## config.mk

```make
export PLATFORM = sky130hd
export DESIGN_NAME = baseline_peak_detector
export DESIGN_NICKNAME = d
export VERILOG_FILES = /design/src/sv/bpd_pkg.sv /design/src/sv/baseline_peak_detector.sv
export SDC_FILE = /design/constraint.sdc
export NUM_CORES = 1
export LEC_CHECK = 0
export BUFFER_PORTS_ARGS = -buffer_cell sky130_fd_sc_hd__buf_2
export CORE_ASPECT_RATIO = 1.4
export CORE_MARGIN = 2
export CORE_UTILIZATION = 55
export CTS_CLUSTER_SIZE = 16
export DETAILED_ROUTE_END_ITERATION = 8
export PLACE_DENSITY_LB_ADDON = 0.25
export SLEW_MARGIN = 5
export SYNTH_ARGS = -nofsm -noshare
export SYNTH_HDL_FRONTEND = slang
export SYNTH_SLANG_ARGS = --single-unit
```

## constraint.sdc

```tcl
create_clock -name clk -period 11.69 [get_ports clk]
set_input_delay 1.7535 -clock clk [delete_from_list [all_inputs] [get_ports clk]]
set_output_delay 1.7535 -clock clk [all_outputs]
set_load 0.02 [all_outputs]
```

## src/sv/bpd_pkg.sv

```systemverilog
// Package: constants, widths and register map of the baseline peak detector.
`timescale 1ns / 1ps

package bpd_pkg;

    localparam int HISTORY_DEPTH = 8;
    localparam int SAMPLE_BITS   = 16;

    localparam int SLOT_W  = $clog2(HISTORY_DEPTH);
    localparam int CNT_W   = $clog2(HISTORY_DEPTH + 1);
    localparam int SUM_W   = SAMPLE_BITS + $clog2(HISTORY_DEPTH);
    localparam int THR_W   = 16;
    localparam int LEVEL_W = 16;
    localparam int DATA_W  = 32;
    localparam int PADDR_W = 3;

    // signed width that holds sample*n, threshold*n and the sum with room to spare
    localparam int PROD_W  = (SAMPLE_BITS > THR_W) ? SAMPLE_BITS + CNT_W : THR_W + CNT_W;
    localparam int EXC_W   = ((PROD_W > SUM_W) ? PROD_W : SUM_W) + 2;

    localparam logic [THR_W-1:0] ENTRY_THR_RESET = THR_W'(26);
    localparam logic [THR_W-1:0] EXIT_THR_RESET  = THR_W'(51);

    typedef enum logic [0:0] {
        REG_ENTRY_THR = 1'b0,
        REG_EXIT_THR  = 1'b1
    } reg_idx_t;

endpackage

```

## src/sv/baseline_peak_detector.sv

```systemverilog
// Top level: moving-average baseline peak detector with a ring memory of history.
// A sample beat is registered in the accept stage, then in the result register.
// Throughput: one sample per cycle unless stalled; the ring memory takes one read
// (accept stage) and one write (update stage) per cycle, each at its own slot.
// Reset: rst_n clears control, sum, fill count and tracking state, and loads the
// thresholds with 26 and 51; the ring memory itself is not cleared.
`timescale 1ns / 1ps

module baseline_peak_detector
    import bpd_pkg::*;
(
    input  logic                   clk,
    input  logic                   rst_n,

    input  logic                   sample_valid,
    output logic                   sample_stall,
    input  logic [SAMPLE_BITS-1:0] sample,

    output logic                   result_valid,
    input  logic                   result_stall,
    output logic                   peak_found,
    output logic                   tracking,
    output logic [LEVEL_W-1:0]     peak_level,

    input  logic                   psel,
    input  logic                   penable,
    input  logic                   pwrite,
    input  logic [PADDR_W-1:0]     paddr,
    input  logic [DATA_W-1:0]      pwdata,
    output logic [DATA_W-1:0]      prdata,
    output logic                   pready
);

    // ring memory
    logic [SAMPLE_BITS-1:0] ring_mem [HISTORY_DEPTH];
    logic [SAMPLE_BITS-1:0] old_reg;

    // config
    logic [THR_W-1:0] entry_thr_reg;
    logic [THR_W-1:0] exit_thr_reg;

    // accept stage
    logic [SLOT_W-1:0]      slot_reg;
    logic                   s1_valid_reg;
    logic [SAMPLE_BITS-1:0] s1_sample_reg;
    logic [SLOT_W-1:0]      s1_slot_reg;

    // running state
    logic [CNT_W-1:0]       count_reg;
    logic [SUM_W-1:0]       sum_reg;
    logic                   armed_reg;
    logic                   reported_reg;
    logic [SAMPLE_BITS-1:0] max_reg;

    // result register
    logic                   out_valid_reg;
    logic                   peak_reg;
    logic                   track_reg;
    logic [LEVEL_W-1:0]     level_reg;

    logic accept;
    logic advance;

    logic                   full;
    logic [CNT_W-1:0]       count_next;
    logic [SUM_W-1:0]       sum_next;
    logic signed [EXC_W-1:0] excess;
    logic signed [EXC_W-1:0] entry_bound;
    logic signed [EXC_W-1:0] exit_bound;
    logic                   armed_next;
    logic                   reported_next;
    logic [SAMPLE_BITS-1:0] max_next;
    logic                   peak_next;
    logic [SAMPLE_BITS-1:0] max_upd;
    logic [SLOT_W-1:0]      slot_next;

    assign advance      = s1_valid_reg && (!out_valid_reg || !result_stall);
    assign sample_stall = s1_valid_reg && !advance;
    assign accept       = sample_valid && !sample_stall;

    assign slot_next = (slot_reg == SLOT_W'(HISTORY_DEPTH - 1)) ? '0 : slot_reg + 1'b1;

    // Read slot of the next item always differs from the slot being written,
    // and a slot is read again only after its write has landed: no forwarding.
    always_ff @(posedge clk)
    begin
        if (accept)
        begin
            old_reg <= ring_mem[slot_reg];
        end
        if (advance)
        begin
            ring_mem[s1_slot_reg] <= s1_sample_reg;
        end
    end

    always_ff @(posedge clk)
    begin
        if (accept)
        begin
            s1_sample_reg <= sample;
            s1_slot_reg   <= slot_reg;
        end
    end

    // update stage arithmetic
    always_comb
    begin
        full       = (count_reg == CNT_W'(HISTORY_DEPTH));
        count_next = full ? count_reg : count_reg + 1'b1;
        sum_next   = sum_reg - (full ? SUM_W'(old_reg) : '0) + SUM_W'(s1_sample_reg);

        // (cur - mean) * n compared against threshold * n
        excess      = $signed(EXC_W'(s1_sample_reg) * EXC_W'(count_next) - EXC_W'(sum_next));
        entry_bound = $signed(EXC_W'(entry_thr_reg) * EXC_W'(count_next));
        exit_bound  = $signed(EXC_W'(exit_thr_reg) * EXC_W'(count_next));

        armed_next    = armed_reg;
        reported_next = reported_reg;
        max_next      = max_reg;
        peak_next     = 1'b0;
        max_upd       = (s1_sample_reg > max_reg) ? s1_sample_reg : max_reg;

        if (!armed_reg)
        begin
            if (excess > entry_bound)
            begin
                armed_next    = 1'b1;
                max_next      = s1_sample_reg;
                reported_next = 1'b0;
            end
        end
        else
        begin
            max_next = max_upd;
            if ((s1_sample_reg < max_upd) && !reported_reg)
            begin
                reported_next = 1'b1;
                armed_next    = 1'b0;
                peak_next     = 1'b1;
            end
            else if (excess < exit_bound)
            begin
                armed_next    = 1'b0;
                reported_next = 1'b0;
                max_next      = '0;
            end
        end
    end

    always_ff @(posedge clk or negedge rst_n)
    begin
        if (!rst_n)
        begin
            slot_reg      <= '0;
            s1_valid_reg  <= 1'b0;
            count_reg     <= '0;
            sum_reg       <= '0;
            armed_reg     <= 1'b0;
            reported_reg  <= 1'b0;
            max_reg       <= '0;
            out_valid_reg <= 1'b0;
        end
        else
        begin
            if (accept)
            begin
                slot_reg <= slot_next;
            end
            if (accept)
            begin
                s1_valid_reg <= 1'b1;
            end
            else if (advance)
            begin
                s1_valid_reg <= 1'b0;
            end

            if (advance)
            begin
                count_reg     <= count_next;
                sum_reg       <= sum_next;
                armed_reg     <= armed_next;
                reported_reg  <= reported_next;
                max_reg       <= max_next;
                out_valid_reg <= 1'b1;
            end
            else if (!result_stall)
            begin
                out_valid_reg <= 1'b0;
            end
        end
    end

    always_ff @(posedge clk)
    begin
        if (advance)
        begin
            peak_reg  <= peak_next;
            track_reg <= armed_next;
            level_reg <= LEVEL_W'(max_next);
        end
    end

    assign result_valid = out_valid_reg;
    assign peak_found   = peak_reg;
    assign tracking     = track_reg;
    assign peak_level   = level_reg;

    // register port
    assign pready = 1'b1;

    always_ff @(posedge clk or negedge rst_n)
    begin
        if (!rst_n)
        begin
            entry_thr_reg <= ENTRY_THR_RESET;
            exit_thr_reg  <= EXIT_THR_RESET;
        end
        else if (psel && penable && pwrite)
        begin
            unique case (reg_idx_t'(paddr[2]))
                REG_ENTRY_THR: entry_thr_reg <= pwdata[THR_W-1:0];
                REG_EXIT_THR:  exit_thr_reg  <= pwdata[THR_W-1:0];
                default:       ;
            endcase
        end
    end

    always_comb
    begin
        unique case (reg_idx_t'(paddr[2]))
            REG_ENTRY_THR: prdata = DATA_W'(entry_thr_reg);
            REG_EXIT_THR:  prdata = DATA_W'(exit_thr_reg);
            default:       prdata = '0;
        endcase
    end

endmodule

```

==> impl_metrics.ini <==
[outcome]
status = finished, final reports clean

[global_route]
overflow = 0
grt_pass1_vias = 13700
grtUsageTotal_pct = 24.2
grt_max_degree = 61
antenna_found_initial = 0
grt_pass1_wl_um = 69500

[clock_tree]
cts_resized = 0
htreeDepth = 1
clockBufferDepth = 3
numCtsBuffers = 26
insertion_delay_ns = 0.55
cts_tree = yes
numClockSinks = 259
ctsRootBufferMaster = clkbuf_16
clk_pin_slew_ns = 0.07
cts_setup_buffers = 0
cts_hold_buf = 0

[logic_synthesis]
synth_top_area_share_pct = 28.1
synth_top_cell_by_area = edfxtp_1
ys_seq_area_share_pct = 38.2
async_reset_ff_share_pct = 30.1
synth_area_per_cell_sq_um = 11.1
yosys-top-cells-count = 236 x inv_1, 181 x edfxtp_1, 168 x nand2_1
synth_cell_type_count = 76
yosysMostFrequentCell = inv_1
yosys_warnings = 0
ys.flop_type = edfxtp_1
syn_inst = 1750
netlist_area_sq_mm = 0.0194
synth_area_leaders = edfxtp_1 28%, fa_1 12%, ha_1 10%
ys_ff_latch = 259
synth_edf_count = 181

[floorplanning]
core_sq_mm = 0.0349
die_h_um = 226
die_area_sq_mm = 0.0367
ioPinCount = 111
start_util_pct = 55.5
rows = 81
die_w_um = 163

[placement]
post-dp-hpwl_um = 32300
dp_cells = 2255
port-buffer-count = 75
place_area_sq_mm = 0.0203
gp_congestion = 0.873

[timing]
tightest_slew_ns = 0.997
hold_slack_ns = 0.483
setup_violations = 0
final.setup.tns_ns = 0
rsz0062_at_grt = false
slew_violations = 0
slew_headroom_pct = 33.3
hold_violations = 0
skew_ns = 0.0133
period_needed_ns = 10.11
max_freq_mhz = 98.9
period_share_pct = 86.5

[setup_path]
crit_family = compound AO/OA/AOI/OAI gates
worstSetupPathType = register to register
crit_fanout = 32
rr_worst_depth = 38
timing.critical_path.depth = 38
start_kind = register
worstPathArrival_ns = 10.41
cp_slowest_cell = fa_1
timing.critical_path.buf_inv = 5
cpPeakStageDelay_ns = 0.54
worst_ep_required_time_ns = 11.99
crit_top_cell = a21oi_1
worst_setup_path_end_kind = register

[finish]
fin_cells = 2303
stdcell_area_sq_mm = 0.0213
final_layout_size_suffix_gt1_share_pct = 15.6
fin_nets = 2165
area_growth_pct = 9.87
largest_reg_flops = 128
antenna_cells = 0

[flow_run]
drv_cap = 0

[drt]
vias_per_cell = 5.73
drc_errors = 0
routedWlPerCell_um = 18.9
ant_nets = 0
drt_iter0_markers = 633
wirelength_um = 43400
vias = 13200
firstDrtPassIters = 5

[min_path]
hold_depth = 2
min_path_type = register to register
## routing by layer
metal / vias up / track usage [%] / part of all wire, %
li1: 6192 / - / -
met1: 6603 / 27.5 / 38
met2: 299 / 45.2 / 54
met3: 102 / 3.03 / 4.1
met4: 0 / 10.9 / 4.5
met5: - / 0 / 0
## worst reg2reg max path, delay by kind of cell (launching register included)
family / cells / cell delay (ns)
and+or+nand+nor: 7 / 1.39
xor gates and xnor gates: 2 / 0.44
adders and majority gates: 8 / 3.09
buffers and inverters: 5 / 0.74
AOI/OAI and AO/OA: 15 / 3.55
DFF: 1 / 0.47
muxes: 1 / 0.17
## final cells by class
cell class,count,area (sq um)
clock buffers,34,732
multi-input cells,1201,10800
well taps,456,571
inverters,236,886
flip-flops and latches,259,7400
repair buffers,103,588
fillers,2866,13600
clock inverters,14,250
## worst paths after layout
check,endpoint,from,slack [ns]
max,peak_level[7]$_DFFE_PP_,count_reg[0]$_DFFE_PN0P_,1.58
min,sum_reg[9]$_DFFE_PN0P_,sum_reg[9]$_DFFE_PN0P_,0.48
max reg2reg,peak_level[7]$_DFFE_PP_,count_reg[0]$_DFFE_PN0P_,1.58
min reg2reg,sum_reg[9]$_DFFE_PN0P_,sum_reg[9]$_DFFE_PN0P_,0.48
max in group asynchronous,slot_reg[0]$_DFFE_PN0P_,rst_n,9.39
min in group asynchronous,exit_thr_reg[3]$_DFFE_PN0P_,rst_n,1.07
## cells by family after synthesis
logic type                 share of synthesized area, %
DFF                                                38.2
other                                            0.0388
adders and majority gates                          22.7
buffers and inverters                              6.46
xor gates and xnor gates                           3.07
muxes                                              7.78
and+or+nand+nor                                    10.9
AOI/OAI and AO/OA                                  10.8
## through the flow
stage	worst slack, ns	utilization, %
2_1_floorplan	2.76	-
3_5_place_dp	1.77	58.2
5_1_grt	0.887	61.0
6_report	1.58	61.0
3_3_place_gp	1.90	58.2
4_1_cts	1.65	61.0
## layout by cell type (no fill, tap or decap), types with 32 or more instances in the layout
master,instances
inv_1,235
edfxtp_1,181
nand2_1,167
ha_1,162
fa_1,118
and2_1,91
a21oi_1,82
buf_2,74
dfrtp_1,69
mux2_2,68
nor2_1,59
o21ai_0,54
a21o_1,37
xnor2_1,36
mux4_2,32
Power is not shown: default switching activity piles up to over one toggle a cycle in this logic, so the estimate is an artifact.
